===== src/design/ubsw_pkg.sv =====
package ubsw_pkg;

	localparam int WORD_BYTES   = 8;
	localparam int MAX_LANES    = 8;
	localparam int SCRATCH_BANK = 15;
	localparam int BYTE_BITS    = 8;

	localparam int ADDR_W  = 32;
	localparam int DATA_W  = 64;
	localparam int BE_W    = 8;
	localparam int COUNT_W = 4;
	localparam int WB_BITS = $clog2(WORD_BYTES);
	localparam int Q_DEPTH = 2;

	typedef struct packed {
		logic [15:0] row;
		logic [15:0] col;
		logic [15:0] channel_begin;
		logic [7:0]  lane_count;
		logic [63:0] packed_data;
	} tile_t;

	typedef struct packed {
		logic        rejected;
		logic [31:0] word_address;
		logic        to_scratch;
		logic [7:0]  bank_out;
		logic [7:0]  byte_enable;
		logic [63:0] write_data;
		logic        last;
	} result_t;

	typedef struct packed {
		logic [31:0] base;
		logic [15:0] height;
		logic [15:0] width;
		logic [15:0] channels;
		logic [15:0] phys_channels;
		logic [15:0] channel_offset;
		logic [7:0]  bank;
	} cfg_t;

	// classified item handed from the front to the back
	typedef struct packed {
		logic               rejected;
		logic [ADDR_W-1:0]  start_addr;
		logic [COUNT_W-1:0] lanes;
		logic [DATA_W-1:0]  data;
	} work_t;

	typedef enum logic {
		BK_FIRST,
		BK_SECOND
	} back_state_t;

	// ones in the low n bytes, n clamped to the word
	function automatic logic [BE_W-1:0] low_mask(input logic [COUNT_W-1:0] n);
		logic [BE_W-1:0] m;
		if (n >= COUNT_W'(BE_W)) begin
			m = '1;
		end else begin
			m = (BE_W'(1) << n) - BE_W'(1);
		end
		return m;
	endfunction

	function automatic logic [DATA_W-1:0] byte_expand(input logic [BE_W-1:0] be);
		logic [DATA_W-1:0] d;
		for (int i = 0; i < BE_W; i++) begin
			d[i*BYTE_BITS +: BYTE_BITS] = {BYTE_BITS{be[i]}};
		end
		return d;
	endfunction

endpackage


===== src/design/ubsw_front.sv =====
module ubsw_front import ubsw_pkg::*; (
	input  logic  clk,
	input  logic  arst_n,
	input  cfg_t  cfg,
	input  logic  push,
	input  tile_t tile,
	output logic  full,
	input  logic  q_full,
	output logic  q_push,
	output work_t q_entry
);

	logic adv;
	logic rej_in;

	logic v_s1, v_s2, v_s3;
	logic rej_s1, rej_s2, rej_s3;
	logic [15:0] row_s1, col_s1, cb_s1;
	logic [COUNT_W-1:0] lanes_s1, lanes_s2, lanes_s3;
	logic [DATA_W-1:0] data_s1, data_s2, data_s3;
	logic [ADDR_W-1:0] pix_s2, off_s2, prod_s3, off_s3;
	logic [15:0] phys;

	// whole pipeline moves together; it stops only when the last stage cannot drain
	assign adv  = !(v_s3 && q_full);
	assign full = !adv;

	assign rej_in = (tile.lane_count == 8'd0) ||
	                (tile.lane_count > 8'(MAX_LANES)) ||
	                (tile.row >= cfg.height) ||
	                (tile.col >= cfg.width) ||
	                (({1'b0, tile.channel_begin} + 17'(tile.lane_count)) >
	                 {1'b0, cfg.channels});

	assign phys = (cfg.phys_channels == 16'd0) ? cfg.channels : cfg.phys_channels;

	always_ff @(posedge clk or negedge arst_n) begin
		if (!arst_n) begin
			v_s1 <= 1'b0;
			v_s2 <= 1'b0;
			v_s3 <= 1'b0;
		end else if (adv) begin
			v_s1 <= push;
			v_s2 <= v_s1;
			v_s3 <= v_s2;
		end
	end

	always_ff @(posedge clk) begin
		if (adv) begin
			rej_s1   <= rej_in;
			row_s1   <= tile.row;
			col_s1   <= tile.col;
			cb_s1    <= tile.channel_begin;
			lanes_s1 <= tile.lane_count[COUNT_W-1:0];
			data_s1  <= tile.packed_data & byte_expand(low_mask(COUNT_W'(MAX_LANES)));

			rej_s2   <= rej_s1;
			pix_s2   <= ({16'd0, row_s1} * {16'd0, cfg.width}) + {16'd0, col_s1};
			off_s2   <= cfg.base + {16'd0, cfg.channel_offset} + {16'd0, cb_s1};
			lanes_s2 <= lanes_s1;
			data_s2  <= data_s1;

			rej_s3   <= rej_s2;
			prod_s3  <= pix_s2 * {16'd0, phys};
			off_s3   <= off_s2;
			lanes_s3 <= lanes_s2;
			data_s3  <= data_s2;
		end
	end

	assign q_push             = v_s3 && adv;
	assign q_entry.rejected   = rej_s3;
	assign q_entry.start_addr = prod_s3 + off_s3;
	assign q_entry.lanes      = lanes_s3;
	assign q_entry.data       = data_s3;

endmodule


===== src/design/ubsw_queue.sv =====
module ubsw_queue import ubsw_pkg::*; (
	input  logic  clk,
	input  logic  arst_n,
	input  logic  push,
	input  work_t wr_entry,
	input  logic  pop,
	output logic  head_valid,
	output work_t head,
	output logic  full
);

	localparam int PTR_W = (Q_DEPTH > 1) ? $clog2(Q_DEPTH) : 1;
	localparam int CNT_W = $clog2(Q_DEPTH + 1);

	work_t mem_q [Q_DEPTH];
	logic [PTR_W-1:0] wr_ptr_q, rd_ptr_q;
	logic [CNT_W-1:0] cnt_q;

	function automatic logic [PTR_W-1:0] ptr_next(input logic [PTR_W-1:0] p);
		return (p == PTR_W'(Q_DEPTH - 1)) ? '0 : p + PTR_W'(1);
	endfunction

	assign head_valid = (cnt_q != '0);
	assign full       = (cnt_q == CNT_W'(Q_DEPTH));
	assign head       = mem_q[rd_ptr_q];

	always_ff @(posedge clk or negedge arst_n) begin
		if (!arst_n) begin
			wr_ptr_q <= '0;
			rd_ptr_q <= '0;
			cnt_q    <= '0;
		end else begin
			if (push) begin
				wr_ptr_q <= ptr_next(wr_ptr_q);
			end
			if (pop) begin
				rd_ptr_q <= ptr_next(rd_ptr_q);
			end
			if (push && !pop) begin
				cnt_q <= cnt_q + CNT_W'(1);
			end else if (pop && !push) begin
				cnt_q <= cnt_q - CNT_W'(1);
			end
		end
	end

	always_ff @(posedge clk) begin
		if (push) begin
			mem_q[wr_ptr_q] <= wr_entry;
		end
	end

endmodule


===== src/design/ubsw_back.sv =====
module ubsw_back import ubsw_pkg::*; (
	input  logic    clk,
	input  logic    arst_n,
	input  cfg_t    cfg,
	input  logic    head_valid,
	input  work_t   head,
	output logic    q_pop,
	input  logic    pop,
	output logic    empty,
	output result_t result
);

	localparam logic [COUNT_W-1:0] WB_CNT = COUNT_W'(WORD_BYTES);

	back_state_t state_q, state_d;
	logic        out_v_q;
	result_t     out_q;
	result_t     res;
	logic        out_ld;

	logic [COUNT_W-1:0] byte0, room, first_n, rem, rem_n;
	logic               split;
	logic [ADDR_W-1:0]  word0, word1;
	logic [BE_W-1:0]    be0, be1;
	logic [DATA_W-1:0]  data0, data1;

	assign byte0   = COUNT_W'(head.start_addr[WB_BITS-1:0]);
	assign room    = WB_CNT - byte0;
	assign split   = head.lanes > room;
	assign first_n = split ? room : head.lanes;
	assign rem     = head.lanes - room;
	assign rem_n   = (rem > WB_CNT) ? WB_CNT : rem;

	assign word0 = {head.start_addr[ADDR_W-1:WB_BITS], {WB_BITS{1'b0}}};
	assign word1 = word0 + ADDR_W'(WORD_BYTES);

	assign be0   = (low_mask(first_n) << byte0) & low_mask(WB_CNT);
	assign data0 = (head.data << ({3'd0, byte0} * 7'(BYTE_BITS))) & byte_expand(be0);
	// second part starts at byte 0 of the next word
	assign be1   = low_mask(rem_n);
	assign data1 = (head.data >> ({3'd0, room} * 7'(BYTE_BITS))) & byte_expand(be1);

	assign empty  = !out_v_q;
	assign out_ld = head_valid && (!out_v_q || pop);

	always_comb begin
		state_d = state_q;
		q_pop   = 1'b0;
		res     = '0;
		unique case (state_q)
			BK_FIRST: begin
				if (head.rejected) begin
					res.rejected = 1'b1;
					res.last     = 1'b1;
					q_pop        = out_ld;
				end else begin
					res.word_address = word0;
					res.to_scratch   = (cfg.bank == 8'(SCRATCH_BANK));
					res.bank_out     = cfg.bank;
					res.byte_enable  = be0;
					res.write_data   = data0;
					res.last         = !split;
					q_pop            = out_ld && !split;
					if (out_ld && split) begin
						state_d = BK_SECOND;
					end
				end
			end
			BK_SECOND: begin
				res.word_address = word1;
				res.to_scratch   = (cfg.bank == 8'(SCRATCH_BANK));
				res.bank_out     = cfg.bank;
				res.byte_enable  = be1;
				res.write_data   = data1;
				res.last         = 1'b1;
				q_pop            = out_ld;
				if (out_ld) begin
					state_d = BK_FIRST;
				end
			end
			default: begin
				state_d = BK_FIRST;
			end
		endcase
	end

	always_ff @(posedge clk or negedge arst_n) begin
		if (!arst_n) begin
			state_q <= BK_FIRST;
			out_v_q <= 1'b0;
		end else begin
			state_q <= state_d;
			if (out_ld) begin
				out_v_q <= 1'b1;
			end else if (pop) begin
				out_v_q <= 1'b0;
			end
		end
	end

	always_ff @(posedge clk) begin
		if (out_ld) begin
			out_q <= res;
		end
	end

	assign result = out_q;

endmodule


===== src/design/unaligned_byte_slice_writer_unit.sv =====
// Unaligned byte slice writer.
// Input queue side: tile (row, col, channel_begin, lane_count, packed_data) is taken
// at a clock edge with push high and full low. Output queue side: while empty is low
// the oldest word write sits on result; pop high at an edge takes it.
// Each tile gives one result: a rejected marker, or a byte-enabled aligned word
// write, or two when its bytes cross a word boundary; last marks the final one.
// Configuration goes through the APB port (registers at 4*index, pready always
// high); the user writes it only while the block is idle, which it does not enforce.
// The first result of a tile passes three address stages holding two multipliers,
// a two-entry queue and the output register. Throughput: one tile per cycle while
// tiles fit in one word and pop keeps up; a split tile holds the single output
// register for both of its words before the next tile can load it.
// When pop stays low the output register holds, the queue fills, and full rises
// once the address pipeline has its last stage loaded; nothing is dropped.
// Reset clears the pipeline, queue and output valid state and sets all
// configuration registers to zero.
module unaligned_byte_slice_writer_unit import ubsw_pkg::*; (
	input  logic        clk,
	input  logic        arst_n,
	input  logic        psel,
	input  logic        penable,
	input  logic        pwrite,
	input  logic [4:0]  paddr,
	input  logic [31:0] pwdata,
	output logic [31:0] prdata,
	output logic        pready,
	input  logic        push,
	input  tile_t       tile,
	output logic        full,
	input  logic        pop,
	output logic        empty,
	output result_t     result
);

	localparam logic [2:0] REG_BASE     = 3'd0;
	localparam logic [2:0] REG_HEIGHT   = 3'd1;
	localparam logic [2:0] REG_WIDTH    = 3'd2;
	localparam logic [2:0] REG_CHANNELS = 3'd3;
	localparam logic [2:0] REG_PHYS     = 3'd4;
	localparam logic [2:0] REG_CH_OFF   = 3'd5;
	localparam logic [2:0] REG_BANK     = 3'd6;

	cfg_t  cfg_q;
	logic  wr_en;
	logic  q_push, q_pop, q_full, head_valid;
	work_t q_entry, head;

	assign pready = 1'b1;
	assign wr_en  = psel && penable && pwrite && pready;

	always_ff @(posedge clk or negedge arst_n) begin
		if (!arst_n) begin
			cfg_q <= '0;
		end else if (wr_en) begin
			unique case (paddr[4:2])
				REG_BASE:     cfg_q.base           <= pwdata;
				REG_HEIGHT:   cfg_q.height         <= pwdata[15:0];
				REG_WIDTH:    cfg_q.width          <= pwdata[15:0];
				REG_CHANNELS: cfg_q.channels       <= pwdata[15:0];
				REG_PHYS:     cfg_q.phys_channels  <= pwdata[15:0];
				REG_CH_OFF:   cfg_q.channel_offset <= pwdata[15:0];
				REG_BANK:     cfg_q.bank           <= pwdata[7:0];
				default: ;
			endcase
		end
	end

	always_comb begin
		unique case (paddr[4:2])
			REG_BASE:     prdata = cfg_q.base;
			REG_HEIGHT:   prdata = {16'd0, cfg_q.height};
			REG_WIDTH:    prdata = {16'd0, cfg_q.width};
			REG_CHANNELS: prdata = {16'd0, cfg_q.channels};
			REG_PHYS:     prdata = {16'd0, cfg_q.phys_channels};
			REG_CH_OFF:   prdata = {16'd0, cfg_q.channel_offset};
			REG_BANK:     prdata = {24'd0, cfg_q.bank};
			default:      prdata = '0;
		endcase
	end

	ubsw_front u_front (
		.clk     (clk),
		.arst_n  (arst_n),
		.cfg     (cfg_q),
		.push    (push),
		.tile    (tile),
		.full    (full),
		.q_full  (q_full),
		.q_push  (q_push),
		.q_entry (q_entry)
	);

	ubsw_queue u_queue (
		.clk        (clk),
		.arst_n     (arst_n),
		.push       (q_push),
		.wr_entry   (q_entry),
		.pop        (q_pop),
		.head_valid (head_valid),
		.head       (head),
		.full       (q_full)
	);

	ubsw_back u_back (
		.clk        (clk),
		.arst_n     (arst_n),
		.cfg        (cfg_q),
		.head_valid (head_valid),
		.head       (head),
		.q_pop      (q_pop),
		.pop        (pop),
		.empty      (empty),
		.result     (result)
	);

	a_reject_shape: assert property (@(posedge clk) disable iff (!arst_n)
		(!empty && result.rejected) |->
		(result.last && result.byte_enable == '0 && result.write_data == '0))
		else $error("rejected item carries write fields");

	a_write_enabled: assert property (@(posedge clk) disable iff (!arst_n)
		(!empty && !result.rejected) |-> (result.byte_enable != '0))
		else $error("word write with no byte enabled");

	a_aligned: assert property (@(posedge clk) disable iff (!arst_n)
		!empty |-> (result.word_address[WB_BITS-1:0] == '0))
		else $error("word address not aligned");

	a_split_follows: assert property (@(posedge clk) disable iff (!arst_n)
		(!empty && pop && !result.last) |=>
		(!empty && !result.rejected && result.last && result.byte_enable[0]))
		else $error("second part of split write missing");

endmodule


===== config.mk =====
export PLATFORM = sky130hd
export DESIGN_NAME = unaligned_byte_slice_writer_unit
export DESIGN_NICKNAME = d
export VERILOG_FILES = /design/src/design/ubsw_pkg.sv /design/src/design/ubsw_front.sv /design/src/design/ubsw_queue.sv /design/src/design/ubsw_back.sv /design/src/design/unaligned_byte_slice_writer_unit.sv
export SDC_FILE = /design/constraint.sdc
export NUM_CORES = 2
export LEC_CHECK = 0
export BUFFER_PORTS_ARGS = -buffer_cell sky130_fd_sc_hd__buf_4
export CORE_AREA = 2 2 387 389
export DETAILED_ROUTE_END_ITERATION = 8
export DIE_AREA = 0 0 389 391
export PLACE_DENSITY = 0.62
export SYNTH_ARGS = -nofsm -noshare
export SYNTH_HDL_FRONTEND = slang
export SYNTH_SLANG_ARGS = --single-unit

===== constraint.sdc =====
create_clock -name clk -period 34.3 [get_ports clk]
set_clock_uncertainty 0.15 [all_clocks]
set_input_delay 1.715 -clock clk [delete_from_list [all_inputs] [get_ports clk]]
set_output_delay 1.715 -clock clk [all_outputs]
set_load 0.03 [all_outputs]

==> metrics.md <==
| Metric | Value |
|---|---|
| Period utilisation layout | `0.262` |
| Placement Rows | `142` |
| HPWL Detailed | `126000 um` |
| Most repeated cell in the gate-level netlist after synthesis | `inv_1` |
| Clock edge transition at the registers on the reported setup and hold paths | `0.06 ns` |
| Post-synth top area share | `0.356` |
| Number of max-cap violations | `0` |
| Count of nets left with antenna violations after detail routing | `0` |
| Total track usage | `0.220` |
| Wire length of the first global-routing pass | `252000 um` |
| Max-slew headroom at the worst pin | `0.212` |
| Worst reg2reg path depth | `17` |
| Clock Latency Late Sink | `0.72 ns` |
| Flops & latches, synth | `about 830` |
| Chip Height | `391 um` |
| Summed instance area of the synthesized netlist | `~59000 um2` |
| Cell at the slowest stage of the critical path | `ha_4` |
| Worst hold margin | `around 0.24 ns` |
| Worst stage delay on the critical path | `0.94 ns` |
| Synth Area per Inst | `11.2 um2` |
| Average vias per placed instance | `5.39` |
| Vias after detailed routing | `40300` |
| Crit Reg-Reg Endpoint | `u_back.result[44]$_DFFE_PP_` |
| Critical Path End | `u_back.result[44]$_DFFE_PP_` |
| Max clock buf depth | `3` |
| Largest net degree at the start of global routing | `approximately 150` |
| Initial antenna violation count | `31` |
| Post-cts repair resize count | `0` |
| Initial DRC Count | `3266` |
| Number of cells produced by synthesis | `5250` |
| Total Routed Length | `167000 um` |
| CTS hold repair buffers | `0` |
| Final Max Slew Viols | `0` |
| Unrepaired setup endpoints after global routing | `false` |
| Number of enable-type register cells in the synthesized netlist | `between 600 and 700` |
| I/O pin count | `314` |
| Slew at the pin closest to its max-slew limit | `approximately 1.2 ns` |
| Global placement routability congestion | `between 0.9 and 1` |
| Kind of end point of the critical path | `register` |
| Chip Width | `389 um` |
| Peak Freq | `0.111 GHz` |
| Synthesis-to-finish area growth | `12.1%` |
| Post-route core utilization | `0.444` |
| Drc violations | `0` |
| Worst path required time | `34.59 ns` |
| GR Overflow Total | `0` |
| Arrival @ worst endpoint | `9.27 ns` |
| Post-CTS setup buffer count | `0` |
| Fin nets | `between 6000 and 7000` |
| Initial core utilization | `0.396` |
| Register area share after synthesis | `0.410` |
| Hold Violations, Final | `0` |
| Min cycle time layout | `between 8 and 9 ns` |
| Count of clock tree sinks | `826` |
| Dominant register cell in the synthesized netlist | `edfxtp_1` |
| Sum of negative setup slack | `0 ns` |
| Full die area | `152000 um2` |
| Setup slack of the most critical reg-to-reg path | `25.31 ns` |
| Synth cell types | `87` |
| Number of global-route vias before repair | `40600` |
| Clock tree root buffer cell | `clkbuf_16` |
| Series of cell instances along the critical path | `buf_4, clkinv_1, o21a_4, ha_4, clkinv_1, fa_1, a21o_1, a21oi_1, nor3_2, nor2_1, nand3_1, ha_1, nor4_1, a221oi_1, a21oi_1, a22oi_1, o21ai_0` |
| 1st-pass router iterations | `8` |
| Most area-consuming cells after synthesis | `edfxtp_1, fa_1, ha_1, dfrtp_1, inv_1` |
| Critical Path Start Type | `register` |
| Final-report setup violation count | `0` |
| Core Area | `149000 um2` |
| Port buffer count | `307` |
| Status | `complete, no violations` |
| CTS tree | `done` |
| R2r startpoint | `u_queue.mem_q[0][68]$_DFFE_PP_` |
| Total clock buffers created by CTS | `87` |
| Commonest cells in the netlist | `inv_1, edfxtp_1, nand2_1` |
| Start point of the critical path | `u_queue.mem_q[0][68]$_DFFE_PP_` |
| Yosys warning count | `0` |
| Proportion of layout cells with a drive suffix above 1 | `0.128` |
| Class of the tightest hold or removal check | `register to register` |
| H-tree level count | `3` |
| Worst Setup Path Type | `register to register` |
| Share of synthesized flip-flops with an asynchronous set or reset | `0.156` |
| Worst-path maximum fanout | `between 80 and 90` |
| Average wire length per cell after detail routing | `between 20 and 25 um` |
| Yosys top cell by area | `edfxtp_1` |
-- worst min-delay path by stage --
stage                                  start                            end  depth (start not counted)  slack [ns]
6_report       u_front.data_s2[47]$_DFFE_PN_  u_front.data_s3[47]$_DFFE_PN_                          0        0.24
5_1_grt        u_front.data_s1[38]$_DFFE_PN_  u_front.data_s2[38]$_DFFE_PN_                          0        0.25
4_1_cts         u_front.off_s2[16]$_DFFE_PN_   u_front.off_s3[16]$_DFFE_PN_                          0        0.24
3_5_place_dp   u_front.data_s1[41]$_DFFE_PN_  u_front.data_s2[41]$_DFFE_PN_                          0        0.25
3_3_place_gp   u_front.lanes_s2[2]$_DFFE_PN_  u_front.lanes_s3[2]$_DFFE_PN_                          0        0.25
2_1_floorplan   u_front.data_s1[0]$_DFFE_PN_   u_front.data_s2[0]$_DFFE_PN_                          0        0.25
-- cell type report --
cell class | instances | area (um2)
Fill cell | 13900 | 82500
Multi-Input combinational cell | 3472 | 31100
Sequential cell | 826 | 24200
Inverter | 707 | 2650
Timing Repair Buffer | 346 | 2610
Tap cell | 1944 | 2430
Clock buffer | 107 | 2280
Clock inverter | 56 | 714
Antenna cell | 9 | 22.5
-- layout by cell type, fill, tap and decap left out, types with 17 or more instances in the layout --
master     Yosys  final
inv_1        702    702
edfxtp_1     697    697
nand2_1      621    621
fa_1         534    534
buf_4          5    344
ha_1         283    282
and2_1       262    261
a21oi_1      182    181
o21ai_0      181    181
nor2_1       169    167
mux2_2       160    160
dfrtp_1      129    128
xnor2_1      124    124
mux2i_1       99     98
clkbuf_16      0     87
nand3_1       80     80
a21o_1        76     76
o22ai_1       60     60
o211ai_1      55     55
a211oi_1      52     52
nor2b_1       42     42
xor2_1        36     36
nand2b_1      34     34
nor3_1        32     31
a31oi_1       30     30
mux4_2        27     27
and3_1        26     25
o21a_1        24     24
a22o_1        21     21
o221ai_1      19     19
a22oi_1       19     19
clkinv_1       2     18
nand4_1       18     18
o2bb2ai_1     17     17
clkbuf_1     201     17
-- registers in the layout, indices dropped and copies added, names as in the netlist, 16 cells and up --
name / count
u_queue.mem_q: 202
u_front.off_s2: 32
u_front.prod_s3: 32
u_front.data_s3: 64
u_front.pix_s2: 32
u_front.col_s1: 16
u_front.data_s1: 64
u_front.cb_s1: 16
u_front.off_s3: 32
cfg_q: 120
u_front.row_s1: 16
u_back.result: 112
u_front.data_s2: 64
-- worst max-delay path, delay by kind of cell (launching register included) --
kind / cells / cell delay [ns]
flops: 1 / 0.32
simple gates: 4 / 1.08
fa+ha+maj: 3 / 2.02
compound gates: 7 / 2.81
buf+inv: 3 / 2.28
-- logic make-up after synthesis --
group,count (synthesis),share of synthesized area
buffers and inverters,954,0.0618
AOI/OAI and AO/OA,846,0.0935
and+or+nand+nor,1355,0.109
xor gates and xnor gates,162,0.0247
muxes,288,0.0583
other,2,0.000128
adders and majority gates,817,0.242
DFF,826,0.410
-- metal layers --
| metal | vias up | part of all wire | GRT usage |
|---|---|---|---|
| met5 | - | 0.0013 | 0 |
| met4 | 36 | 0.043 | 0.0938 |
| met3 | 320 | 0.072 | 0.0405 |
| met2 | 1376 | 0.47 | 0.365 |
| met1 | 20300 | 0.41 | 0.282 |
| li1 | 18200 | - | - |
-- stage by stage --
stage	worst slack, ns	area [um2]	std cells
finish	25.31	66000	7467
global route	24.80	66000	7458
CTS	25.26	66000	7458
detailed placement	25.33	63000	7295
global placement	25.34	63000	7295
floorplan	19.97	58900	5252
Power is not shown: default switching activity piles up to over one toggle a cycle in this logic, so the estimate is an artifact.
